$ cat src/rtl/snfh_pkg.sv
// snfh_pkg: shared types, sizes and the gram enumeration table of the skip n-gram hasher
// used by every module of the block; depends on nothing
`default_nettype none

package snfh_pkg;

   localparam int MAX_GRAM   = 4;
   localparam int MAX_SKIP   = 2;
   localparam int HIST_DEPTH = MAX_GRAM + MAX_SKIP;
   localparam int NUM_GRAMS  = 19;

   localparam int DATA_W     = 64;
   localparam int HALF_W     = DATA_W / 2;
   localparam int TOKENS_W   = 3;
   localparam int SKIPS_W    = 2;
   localparam int HIST_IDX_W = $clog2(HIST_DEPTH);
   localparam int SEEN_W     = $clog2(HIST_DEPTH + 1);
   localparam int GRAM_IDX_W = $clog2(NUM_GRAMS + 1);
   localparam int POS_W      = $clog2(MAX_GRAM);

   localparam logic [DATA_W-1:0]   MULT_RESET     = DATA_W'(27942141);
   localparam logic [TOKENS_W-1:0] GRAM_LIMIT_MAX = TOKENS_W'(MAX_GRAM);
   localparam logic [SKIPS_W-1:0]  SKIP_LIMIT_MAX = SKIPS_W'(MAX_SKIP);

   // input transaction
   typedef struct packed {
      logic [DATA_W-1:0]   feature_index;
      logic                sentence_start;
      logic [TOKENS_W-1:0] gram_limit;
      logic [SKIPS_W-1:0]  skip_limit;
   } req_type;

   // result transaction
   typedef struct packed {
      logic [DATA_W-1:0]   gram_index;
      logic [TOKENS_W-1:0] gram_tokens;
      logic [SKIPS_W-1:0]  gram_skips;
      logic                last_of_run;
   } rsp_type;

   // one gram shape: size, skips and the history taps in hashing order
   typedef struct packed {
      logic [TOKENS_W-1:0]                  tokens;
      logic [SKIPS_W-1:0]                   skips;
      logic [MAX_GRAM-1:0][HIST_IDX_W-1:0] taps;
   } gram_entry_type;

   function automatic gram_entry_type mk_entry(input logic [TOKENS_W-1:0] tokens,
                                               input logic [HIST_IDX_W-1:0] t0,
                                               input logic [HIST_IDX_W-1:0] t1,
                                               input logic [HIST_IDX_W-1:0] t2,
                                               input logic [HIST_IDX_W-1:0] t3);
      gram_entry_type e;
      logic [HIST_IDX_W-1:0] sk;
      sk        = t0 - HIST_IDX_W'(tokens - TOKENS_W'(1));
      e.tokens  = tokens;
      e.skips   = sk[SKIPS_W-1:0];
      e.taps[0] = t0;
      e.taps[1] = t1;
      e.taps[2] = t2;
      e.taps[3] = t3;
      return e;
   endfunction

   // grams ending at the newest token: by gap count, then skip vectors in lexicographic order
   function automatic gram_entry_type gram_entry(input logic [GRAM_IDX_W-1:0] idx);
      gram_entry_type e;
      e = '0;
      case (idx)
         5'd0:    e = mk_entry(3'd2, 3'd1, 3'd0, 3'd0, 3'd0);
         5'd1:    e = mk_entry(3'd2, 3'd2, 3'd0, 3'd0, 3'd0);
         5'd2:    e = mk_entry(3'd2, 3'd3, 3'd0, 3'd0, 3'd0);
         5'd3:    e = mk_entry(3'd3, 3'd2, 3'd1, 3'd0, 3'd0);
         5'd4:    e = mk_entry(3'd3, 3'd3, 3'd2, 3'd0, 3'd0);
         5'd5:    e = mk_entry(3'd3, 3'd4, 3'd3, 3'd0, 3'd0);
         5'd6:    e = mk_entry(3'd3, 3'd3, 3'd1, 3'd0, 3'd0);
         5'd7:    e = mk_entry(3'd3, 3'd4, 3'd2, 3'd0, 3'd0);
         5'd8:    e = mk_entry(3'd3, 3'd4, 3'd1, 3'd0, 3'd0);
         5'd9:    e = mk_entry(3'd4, 3'd3, 3'd2, 3'd1, 3'd0);
         5'd10:   e = mk_entry(3'd4, 3'd4, 3'd3, 3'd2, 3'd0);
         5'd11:   e = mk_entry(3'd4, 3'd5, 3'd4, 3'd3, 3'd0);
         5'd12:   e = mk_entry(3'd4, 3'd4, 3'd3, 3'd1, 3'd0);
         5'd13:   e = mk_entry(3'd4, 3'd5, 3'd4, 3'd2, 3'd0);
         5'd14:   e = mk_entry(3'd4, 3'd5, 3'd4, 3'd1, 3'd0);
         5'd15:   e = mk_entry(3'd4, 3'd4, 3'd2, 3'd1, 3'd0);
         5'd16:   e = mk_entry(3'd4, 3'd5, 3'd3, 3'd2, 3'd0);
         5'd17:   e = mk_entry(3'd4, 3'd5, 3'd3, 3'd1, 3'd0);
         5'd18:   e = mk_entry(3'd4, 3'd5, 3'd2, 3'd1, 3'd0);
         default: e = '0;
      endcase
      return e;
   endfunction

endpackage

`default_nettype wire

$ cat src/rtl/skip_ngram_feature_hasher.sv
// skip_ngram_feature_hasher: k-skip n-gram hashing over a token stream, one token at a time
// each gram is hashed on the shared 32x32 multiplier (three partial products per 64-bit
// multiply-add); a new token is taken only once the sequencer has walked every gram of the last one
// reset (synchronous, active high) clears the sequencer, token count and output valid
// and loads the hash multiplier with its default; the token history is not cleared
`default_nettype none

module skip_ngram_feature_hasher
   import snfh_pkg::*;
(
   input  wire logic              clock,
   input  wire logic              reset,
   input  wire logic              req_valid,
   output logic                   req_ready,
   input  wire req_type           req_data,
   output logic                   rsp_valid,
   input  wire logic              rsp_ready,
   output rsp_type                rsp_data,
   input  wire logic              csr_write_en,
   input  wire logic [DATA_W-1:0] csr_write_data
);

   typedef enum logic [2:0] {
      ST_IDLE,
      ST_MASK,
      ST_SCAN,
      ST_MAC,
      ST_EMIT
   } seq_state_type;

   seq_state_type           state_ff;
   logic [SEEN_W-1:0]       tokens_seen_ff;
   logic [TOKENS_W-1:0]     glimit_ff;
   logic [SKIPS_W-1:0]      slimit_ff;
   logic [NUM_GRAMS-1:0]    mask_ff;
   logic [NUM_GRAMS-1:0]    mask_in;
   logic [NUM_GRAMS-1:0]    mask_clr;
   logic [GRAM_IDX_W-1:0]   entry_ff;
   logic [POS_W-1:0]        pos_ff;
   logic [DATA_W-1:0]       hash_ff;
   logic [DATA_W-1:0]       mult_ff;
   logic                    mac_start_ff;
   logic                    mac_start_in;
   logic                    rsp_valid_ff;
   logic                    rsp_valid_in;
   rsp_type                 rsp_ff;

   logic                    req_accept;
   logic                    out_free;
   logic                    last_tap;
   gram_entry_type          cur;
   logic [HIST_IDX_W-1:0]   rd_idx;
   logic [DATA_W-1:0]       rd_data;
   logic                    mac_done;
   logic [DATA_W-1:0]       mac_result;
   logic [TOKENS_W-1:0]     glimit_clamped;
   logic [SKIPS_W-1:0]      slimit_clamped;
   logic [SEEN_W-1:0]       seen_next;

   assign req_ready  = (state_ff == ST_IDLE);
   assign req_accept = req_valid && req_ready;
   assign out_free   = !rsp_valid_ff || rsp_ready;
   assign cur        = gram_entry(entry_ff);
   assign rd_idx     = cur.taps[pos_ff];
   assign last_tap   = (TOKENS_W'(pos_ff) == cur.tokens - TOKENS_W'(1));

   // start the multiply-add on a gram hit and after every tap but the last
   assign mac_start_in = ((state_ff == ST_SCAN) && mask_ff[entry_ff]) ||
                         ((state_ff == ST_MAC) && mac_done && !last_tap);

   // output valid holds until taken, set when a gram is emitted
   assign rsp_valid_in = ((state_ff == ST_EMIT) && out_free) || (rsp_valid_ff && !rsp_ready);

   // token history and shared multiply-add unit
   snfh_history u_history (
      .clock      (clock),
      .shift_en   (req_accept),
      .shift_data (req_data.feature_index),
      .rd_idx     (rd_idx),
      .rd_data    (rd_data)
   );

   snfh_mac u_mac (
      .clock     (clock),
      .reset     (reset),
      .start     (mac_start_ff),
      .acc_in    (hash_ff),
      .mult_in   (mult_ff),
      .addend_in (rd_data),
      .done      (mac_done),
      .result    (mac_result)
   );

   // limits clamped and sentence token count
   always_comb begin
      glimit_clamped = req_data.gram_limit;
      if (req_data.gram_limit > GRAM_LIMIT_MAX) begin
         glimit_clamped = GRAM_LIMIT_MAX;
      end
      slimit_clamped = req_data.skip_limit;
      if (req_data.skip_limit > SKIP_LIMIT_MAX) begin
         slimit_clamped = SKIP_LIMIT_MAX;
      end
      if (req_data.sentence_start) begin
         seen_next = SEEN_W'(1);
      end else if (tokens_seen_ff < SEEN_W'(HIST_DEPTH)) begin
         seen_next = tokens_seen_ff + SEEN_W'(1);
      end else begin
         seen_next = tokens_seen_ff;
      end
   end

   // which table entries this token emits
   always_comb begin
      gram_entry_type e;
      for (int i = 0; i < NUM_GRAMS; i++) begin
         e = gram_entry(GRAM_IDX_W'(i));
         mask_in[i] = (e.tokens <= glimit_ff) && (e.skips <= slimit_ff) &&
                      (SEEN_W'(e.taps[0]) < tokens_seen_ff);
      end
   end

   assign mask_clr = mask_ff & ~(NUM_GRAMS'(1) << entry_ff);

   // hash multiplier register
   always_ff @(posedge clock) begin
      if (reset) begin
         mult_ff <= MULT_RESET;
      end else if (csr_write_en) begin
         mult_ff <= csr_write_data;
      end
   end

   // sequencer over the gram table, with the output register
   always_ff @(posedge clock) begin
      if (reset) begin
         state_ff       <= ST_IDLE;
         tokens_seen_ff <= '0;
         mac_start_ff   <= 1'b0;
         rsp_valid_ff   <= 1'b0;
         mask_ff        <= '0;
      end else begin
         mac_start_ff <= mac_start_in;
         rsp_valid_ff <= rsp_valid_in;
         case (state_ff)
            ST_IDLE: begin
               if (req_accept) begin
                  tokens_seen_ff <= seen_next;
                  glimit_ff      <= glimit_clamped;
                  slimit_ff      <= slimit_clamped;
                  state_ff       <= ST_MASK;
               end
            end
            ST_MASK: begin
               mask_ff  <= mask_in;
               entry_ff <= '0;
               pos_ff   <= '0;
               state_ff <= ST_SCAN;
            end
            ST_SCAN: begin
               if (mask_ff == '0) begin
                  state_ff <= ST_IDLE;
               end else if (mask_ff[entry_ff]) begin
                  // first token of the gram seeds the hash
                  hash_ff  <= rd_data;
                  pos_ff   <= POS_W'(1);
                  state_ff <= ST_MAC;
               end else begin
                  entry_ff <= entry_ff + GRAM_IDX_W'(1);
               end
            end
            ST_MAC: begin
               if (mac_done) begin
                  hash_ff <= mac_result;
                  if (last_tap) begin
                     state_ff <= ST_EMIT;
                  end else begin
                     pos_ff <= pos_ff + POS_W'(1);
                  end
               end
            end
            ST_EMIT: begin
               if (out_free) begin
                  rsp_ff.gram_index  <= hash_ff;
                  rsp_ff.gram_tokens <= cur.tokens;
                  rsp_ff.gram_skips  <= cur.skips;
                  rsp_ff.last_of_run <= (mask_clr == '0);
                  mask_ff            <= mask_clr;
                  entry_ff           <= entry_ff + GRAM_IDX_W'(1);
                  pos_ff             <= '0;
                  state_ff           <= ST_SCAN;
               end
            end
            default: state_ff <= ST_IDLE;
         endcase
      end
   end

   assign rsp_valid = rsp_valid_ff;
   assign rsp_data  = rsp_ff;

endmodule

`default_nettype wire

$ cat src/rtl/snfh_history.sv
// snfh_history: shift line of the most recent tokens with one selectable read tap
// depends on snfh_pkg
`default_nettype none

module snfh_history
   import snfh_pkg::*;
(
   input  wire logic                  clock,
   input  wire logic                  shift_en,
   input  wire logic [DATA_W-1:0]     shift_data,
   input  wire logic [HIST_IDX_W-1:0] rd_idx,
   output logic      [DATA_W-1:0]     rd_data
);

   logic [DATA_W-1:0] hist_ff [HIST_DEPTH];

   // newest token enters at tap zero, no reset needed
   always_ff @(posedge clock) begin
      if (shift_en) begin
         for (int k = HIST_DEPTH - 1; k > 0; k--) begin
            hist_ff[k] <= hist_ff[k-1];
         end
         hist_ff[0] <= shift_data;
      end
   end

   // read tap chosen by the sequencer
   always_comb begin
      rd_data = '0;
      if (rd_idx < HIST_IDX_W'(HIST_DEPTH)) begin
         rd_data = hist_ff[rd_idx];
      end
   end

endmodule

`default_nettype wire

$ cat src/rtl/snfh_mac.sv
// snfh_mac: shared 64-bit multiply-add (acc * mult + addend, mod 2^64) on one 32x32 multiplier
// depends on snfh_pkg
`default_nettype none

module snfh_mac
   import snfh_pkg::*;
(
   input  wire logic              clock,
   input  wire logic              reset,
   input  wire logic              start,
   input  wire logic [DATA_W-1:0] acc_in,
   input  wire logic [DATA_W-1:0] mult_in,
   input  wire logic [DATA_W-1:0] addend_in,
   output logic                   done,
   output logic      [DATA_W-1:0] result
);

   typedef enum logic [2:0] {
      MAC_IDLE,
      MAC_LL,
      MAC_LH,
      MAC_HL,
      MAC_FIN
   } mac_state_type;

   mac_state_type     state_ff;
   logic              done_ff;
   logic [DATA_W-1:0] hv_ff;
   logic [DATA_W-1:0] mv_ff;
   logic [DATA_W-1:0] acc_ff;
   logic [DATA_W-1:0] prod_ff;
   logic [HALF_W-1:0] mul_a;
   logic [HALF_W-1:0] mul_b;
   logic [DATA_W-1:0] prod_in;
   logic [DATA_W-1:0] prod_shifted;

   // operand select for the single multiplier
   always_comb begin
      mul_a = hv_ff[HALF_W-1:0];
      mul_b = mv_ff[HALF_W-1:0];
      case (state_ff)
         MAC_LH:  mul_b = mv_ff[DATA_W-1:HALF_W];
         MAC_HL:  mul_a = hv_ff[DATA_W-1:HALF_W];
         default: begin
            mul_a = hv_ff[HALF_W-1:0];
            mul_b = mv_ff[HALF_W-1:0];
         end
      endcase
   end

   assign prod_in      = DATA_W'(mul_a) * DATA_W'(mul_b);
   assign prod_shifted = {prod_ff[HALF_W-1:0], {HALF_W{1'b0}}};

   // low product, then the two cross products shifted up by half a word
   always_ff @(posedge clock) begin
      if (reset) begin
         state_ff <= MAC_IDLE;
         done_ff  <= 1'b0;
      end else begin
         done_ff <= (state_ff == MAC_FIN);
         case (state_ff)
            MAC_IDLE: begin
               if (start) begin
                  hv_ff    <= acc_in;
                  mv_ff    <= mult_in;
                  acc_ff   <= addend_in;
                  state_ff <= MAC_LL;
               end
            end
            MAC_LL: begin
               prod_ff  <= prod_in;
               state_ff <= MAC_LH;
            end
            MAC_LH: begin
               acc_ff   <= acc_ff + prod_ff;
               prod_ff  <= prod_in;
               state_ff <= MAC_HL;
            end
            MAC_HL: begin
               acc_ff   <= acc_ff + prod_shifted;
               prod_ff  <= prod_in;
               state_ff <= MAC_FIN;
            end
            MAC_FIN: begin
               acc_ff   <= acc_ff + prod_shifted;
               state_ff <= MAC_IDLE;
            end
            default: state_ff <= MAC_IDLE;
         endcase
      end
   end

   assign done   = done_ff;
   assign result = acc_ff;

endmodule

`default_nettype wire

$ cat config.mk
export PLATFORM = sky130hd
export DESIGN_NAME = skip_ngram_feature_hasher
export DESIGN_NICKNAME = d
export VERILOG_FILES = /design/src/rtl/snfh_pkg.sv /design/src/rtl/skip_ngram_feature_hasher.sv /design/src/rtl/snfh_history.sv /design/src/rtl/snfh_mac.sv
export SDC_FILE = /design/constraint.sdc
export NUM_CORES = 2
export LEC_CHECK = 0
export BUFFER_PORTS_ARGS = -buffer_cell sky130_fd_sc_hd__buf_4
export CAP_MARGIN = 30
export CORE_MARGIN = 3
export CORE_UTILIZATION = 53
export DETAILED_ROUTE_END_ITERATION = 8
export MAX_ROUTING_LAYER = met4
export PLACE_DENSITY = 0.71
export SYNTH_ARGS = -nofsm -noshare
export SYNTH_HDL_FRONTEND = slang
export SYNTH_SLANG_ARGS = --single-unit
$ cat constraint.sdc
create_clock -name clock -period 18.5 [get_ports clock]
set_input_delay 1.85 -clock clock [delete_from_list [all_inputs] [get_ports clock]]
set_output_delay 1.85 -clock clock [all_outputs]
set_load 0.01 [all_outputs]
# --- After elaboration in Yosys (flattened, before gate mapping) ---
# Memory sizes are Yosys's and may differ from the RTL's. A register that Yosys moved wholly into a read port is not among the register bits.
# Index checks and enable logic that the tools add are counted.
classes:
  addsub: 6
  n_mul: 1
  div: 0
  order_cmp: 17
  n_eq_ne: 19
  n_shift: 1
  muxes: 39
  n_bitwise: 3
  n_reduce_logical: 53
ops:
  columns: ["op", "n"]
  rows:
  - ["two-way mux 64 bit", 5]
  - ["one-hot mux 64 bit (3 select lines)", 1]
  - ["adder 64 bit", 2]
  - ["one-hot mux 64 bit (2 select lines)", 1]
  - ["multiplier 32 x 32 -> 64 bit", 1]
  - ["two-way mux 32 bit", 2]
  - ["logical NOT 19 bit", 2]
  - ["one-hot mux 19 bit (2 select lines)", 1]
  - ["two-way mux 3 bit", 10]
  - ["logical AND 1 bit", 24]
  - ["two-way mux 5 bit", 4]
  - ["bitwise AND 19 bit", 1]
  - ["two-way mux 19 bit", 1]
  - ["inverter 19 bit", 1]
  - ["left shift 1 x 5 -> 19 bit, first input constant", 1]
  - ["one-hot mux 3 bit (5 select lines)", 1]
  - ["one-hot mux 5 bit (3 select lines)", 1]
  - ["AND reduction 3 bit", 5]
  - ["AND reduction 5 bit", 3]
  - ["equality test 3 x 2 -> 1 bit, second input constant", 4]
  - ["inequality test 2 bit, second input constant", 6]
  - ["one-hot mux 3 bit (4 select lines)", 1]
  - ["two-way mux 2 bit", 5]
  - ["one-hot mux 2 bit (4 select lines)", 1]
  - ["35 further kinds", 55]
totals:
  regBits: 497
  latch_bits: 0
  ramBits: 384
  romBits: 416
  in_bits: 139
  output_inout_bits: 72
  elab_cells: 162
  n_memories: 2
memory_table:
  columns: ["memory", "depth", "word_bits", "read_ports", "rd_clocked_by_memory_dff", "write_ports", "line", "source"]
  rows:
  - ["(no name shown)", 32, 13, 1, 1, 0, "snfh_pkg.sv:69", "case (idx)"]
  - ["u_history.hist_ff", 6, 64, 6, 0, 6, "snfh_history.sv:15", "logic [DATA_W-1:0] hist_ff [HIST_DEPTH];"]

# --- Depth between registers and ports, before layout ---
depth:
  ltp_word: 7
  mapped_depth: 35
  depth_no_buf: 30

# --- Cells and area by module ---
# Synthesis repeated with hierarchy kept, for this count alone.
unflattened:
  cells_unflattened: 6589
  area_unflattened_um2: 72549.6
by_module_without_submodules:
  columns: ["mod", "instances", "cells_each", "area_per_inst_um2", "seq_area_each_um2"]
  rows:
  - ["snfh_mac", 1, 5020, 46957.5, 7767.4]
  - ["snfh_history", 1, 749, 15155.8, 11531.1]
  - ["skip_ngram_feature_hasher", 1, 820, 10436.3, 6466.2]

# --- Worst setup path after synthesis ---
# OpenSTA, ideal clock, no wires.
synth_timing:
  path_type: "in2reg"
  from: "input port req_valid"
  to: "register tokens_seen_ff[2]"
  setup_time_ps: 104
  arrival_time_ps: 10076
  required_ps: 18396
  setup_slack_ps: 8319
  path_stages: 4
  path_buffers: 0
  path_cell_list: "nand2_1 > inv_1 > a21oi_1 > nor3_1"
synth_between:
  elab_chain_cells: 2
synth_lines:
  columns: ["item", "line", "source"]
  rows:
  - ["from (decl)", "skip_ngram_feature_hasher.sv:13", "input wire logic req_valid,"]
  - ["logical AND 1 bit", "skip_ngram_feature_hasher.sv:61", "assign req_accept = req_valid && req_ready;"]
  - ["named net req_accept", "skip_ngram_feature_hasher.sv:48", "logic req_accept;"]
  - ["AND reduction 3 bit (no line)", null, null]
  - ["to (signal assigned)", "skip_ngram_feature_hasher.sv:148", "tokens_seen_ff <= seen_next;"]
  - ["to (decl)", "skip_ngram_feature_hasher.sv:32", "logic [SEEN_W-1:0] tokens_seen_ff;"]
# The timed path passes the listed nets, and every way through them passes these cells.
# A chain may end at the register's enable or synchronous reset.

# --- Final worst setup path ---
layout_timing:
  from: "register u_mac.state_ff[2]"
  to: "register u_mac.prod_ff[57], data pin"
layout_between:
  elab_chain_cells: 3
  elab_cells_between_ends: 5
  cone_classes: "1 x mul; 2 x eq/ne; 2 x mux"
layout_lines:
  columns: ["item", "line", "source"]
  rows:
  - ["from (decl)", "snfh_mac.sv:26", "mac_state_type state_ff;"]
  - ["from (signal assigned)", "snfh_mac.sv:57", "state_ff <= MAC_IDLE;"]
  - ["from (signal assigned)", "snfh_mac.sv:67", "state_ff <= MAC_LL;"]
  - ["from (signal assigned)", "snfh_mac.sv:72", "state_ff <= MAC_LH;"]
  - ["equality test 3 x 2 -> 1 bit", "snfh_mac.sv:41", "case (state_ff)"]
  - ["two-way mux 32 bit", "snfh_mac.sv:41", null]
  - ["multiplier 32 x 32 -> 64 bit *", "snfh_mac.sv:51", "assign prod_in = DATA_W'(mul_a) * DATA_W'(mul_b);"]
  - ["named net u_mac.prod_in[57]", "snfh_mac.sv:34", "logic [DATA_W-1:0] prod_in;"]
  - ["to (signal assigned)", "snfh_mac.sv:71", "prod_ff <= prod_in;"]
  - ["to (signal assigned)", "snfh_mac.sv:76", "prod_ff <= prod_in;"]
  - ["to (signal assigned)", "snfh_mac.sv:81", "prod_ff <= prod_in;"]
  - ["to (decl)", "snfh_mac.sv:31", "logic [DATA_W-1:0] prod_ff;"]
# The timed path passes the listed nets; every way through them passes the cells marked *.

==> summary.txt <==
Outcome
  – Status: completed

Yosys
  – Mux cell area share after synthesis: 2.378%
  – Top FF cell, synth: edfxtp_1
  – Adder-cell share of the synthesized area: 31.64%
  – Post-synthesis compound-gate area fraction: 8.153%
  – Synth Instances: 6966
  – Cell taking the most area after synthesis: edfxtp_1
  – Largest family of logic cells by synthesized area: adder cells
  – Warnings from Yosys: 0
  – Avg Cell Area, Syn: 10.26 um^2
  – Synthesized-area fraction occupied by xor and xnor cells: 1.790%
  – Simple-Gate Fraction of Synth Area: 13.45%
  – Number of synthesized flops with an enable pin: 786
  – Asr flop ratio synth: 0%
  – Sequential area share after synthesis: 36.06%
  – Yosys top cell area share: 33.03%
  – Top post-synthesis cells by area: edfxtp_1, fa_1, ha_1, nand2_1, inv_1
  – Cell Area, Synth: 71450 um^2
  – Distinct cells, synth: 88
  – Synth Net Count: 8373
  – Yosys reg bits: 894

Global route
  – All-Layer GR Usage: 33.23%
  – First-pass GRT wire length: 336900 um
  – Vias in the first global route: 53136
  – Total gr overflow: 0
  – Initial antenna violation count: 9
  – Largest net degree at the start of global routing: 176

Final layout
  – Finished Core Util: 58.64%
  – Reg area: 25760 um^2
  – Layout area overhead: 9.665%
  – Area of the multi-input gates: 41370 um^2
  – Fin nets: 8439
  – Share of cells above drive strength 1: 8.453%
  – Filler cells: 11210

Placement
  – HPWL Detailed: 168900 um
  – Port bufs: 210
  – Pre-CTS WS: 7847 ps
  – Routability congestion estimate: 1.002

Worst hold path
  – Hold Path Class: reg2reg

CTS
  – Worst-path clk slew: 80 ps
  – Number of buffers created by CTS: 94
  – Post-CTS sizing: 0
  – CTS tree: built
  – Cts hold-fix bufs: 0
  – Clock latency at the later pin of the worst-skew pair: 750 ps
  – Post-CTS Setup Inserts: 0
  – Clock root buffer: clkbuf_16
  – H-tree levels: 3
  – Max clock buf depth: 3
  – # clock sinks: 894

Timing
  – Worst Hold Margin: 397.0 ps
  – Final Hold Viols: 0
  – Pin slew with the least headroom to its limit: 1147 ps
  – Final Cycle Share: 58.31%
  – Max Slew Vio Count: 0
  – Achievable Freq: 92.70 MHz
  – Unrepaired setup endpoints after global routing: false
  – Rel. slew slack: 23.14%
  – Final setup vio count: 0
  – Min Tclk post-route: 10790 ps
  – Worst clock skew: 73.75 ps
  – Final TNS setup: 0 ps
  – Worst setup margin: 7713 ps

Critical path
  – Critical-path top delay cell: buf_4
  – Number of cells on the worst reg-to-reg path: 30
  – R2r endpoint: u_mac.prod_ff[57]
  – Setup CP Type: reg2reg
  – Maximum fanout along the worst path: 47
  – FF-to-FF Start: u_mac.state_ff[2]
  – CP peak stage delay: 770 ps
  – Worst path arrival time: 11270 ps
  – CP dominant cell by count: fa_1
  – Data required time of the critical path: 18980 ps
  – Worst setup startpoint: u_mac.state_ff[2]
  – Setup crit end: u_mac.prod_ff[57]
  – R2r setup slk: 7710 ps
  – Critical Path End Type: flop
  – Setup crit start kind: flop

Detailed routing
  – Avg WL per Cell: 25.27 um
  – Vias per inst: 5.951
  – Drt drc: 0
  – DRT Pass-1 Iters: 9
  – WL final: 224500 um
  – Vias: 52866
  – Routed Antenna Nets: 0
  – DRT iter0 DRCs: 5586

Floorplanning
  – Area of the core: 133600 um^2
  – Top Ports: 211
  – Starting Density: 53.47%
  – Die Height: 373.2 um
  – Die ar.: 139300 um^2
  – Die width: 373.2 um
  – Row count: 134

Run
  – Max-cap violations: 0
## per-layer routing
layer,up-vias,wire length (um),part of all wire (%),track usage [%]
li1,23009,-,-,-
met1,26522,90390,40,44.45
met2,2681,98320,44,48.46
met3,654,23690,11,8.188
met5,-,0,0,-
met4,0,12080,5.4,14.45
## synthesized netlist by cell type, drive strengths merged (19+ instances only)
library cell and instances:
xor2 65, o21bai 19, inv 884, a21o 100
a31oi 100, o21a 19, fa 898, dfxtp 108
edfxtp 786, a21oi 339, nor2 844, o221ai 22
xnor2 81, and3 26, nand3 176, buf 31
mux2i 121, nand4 33, o21ai 153, mux2 35
o22ai 34, nor2b 42, nand2b 31, nand2 1059
clkbuf 326, ha 370, a211o 22, nor3 35
## per-stage QoR
stage,cell area (um^2),cells
floorplan,71450,6966
global placement,75090,8697
detailed placement,75130,8699
CTS,78290,8873
global route,78350,8881
finish,78360,8883
## worst max-delay path: cells and delay by family, from the launching register on
family          cells  cell delay [ps]
fa+ha+maj           9             4370
compound gates      8             2470
simple gates        5             1400
buf+inv             6             1400
flops               1              380
mux                 1              300
xor+xnor            1              170
## placed cells by master (no fill, tap or decap), types with 24 or more instances in the layout
cell / instances
nand4_1: 33
xor2_1: 65
buf_4: 322
and3_1: 24
inv_1: 883
nor2_1: 842
dfxtp_1: 108
nand3_1: 176
a21oi_1: 335
mux2i_1: 77
a21o_1: 98
nand2b_1: 30
ha_1: 370
o21ai_0: 148
mux2_2: 32
mux2i_2: 36
a31oi_1: 100
nand2_1: 1054
o22ai_1: 34
nor3_1: 32
fa_1: 898
nor2b_1: 42
xnor2_1: 81
clkbuf_16: 96
edfxtp_1: 786
## registers in the layout (all words and copies together), names as in the netlist, 13 cells and up
name / count
u_mac.hv_ff: 64
u_mac.result: 64
mult_ff: 64
cur: 13
rsp_data: 70
u_mac.prod_ff: 64
u_history.hist_ff: 384
mask_ff: 19
hash_ff: 64
u_mac.mv_ff: 64
## worst min-delay path by stage
| stage | startpoint | endpoint | cells after the start |
|---|---|---|---|
| floorplan | cur[12] | rsp_data[1] | 0 |
| global placement | cur[12] | rsp_data[1] | 0 |
| detailed placement | cur[12] | rsp_data[1] | 0 |
| CTS | mult_ff[13] | u_mac.mv_ff[13] | 0 |
| global route | mult_ff[45] | u_mac.mv_ff[45] | 0 |
| finish | mult_ff[45] | u_mac.mv_ff[45] | 0 |
## kinds of logic (layout without fill, tap and decap cells)
family | after synthesis | after routing
simple gates | 2327 | 2327
fa+ha+maj | 1268 | 1268
buf+inv | 1241 | 1385
compound gates | 930 | 930
flops | 894 | 894
mux | 160 | 160
xor+xnor | 146 | 146
other cells | 0 | 5
## area by class of cell
class                           count  share of cell area (%)
Antenna cell                        5                 0.01597
Clock buffer                      113                   3.186
Clock inverter                     61                  0.8415
Inverter                          884                   4.244
Multi-Input combinational cell   4831                   52.80
Sequential cell                   894                   32.88
Tap cell                         1768                   2.823
Timing Repair Buffer              327                   3.206
Power is left out: the tool's default activity adds up to more than one toggle a clock period on the data nets, which glitch-free logic cannot reach.
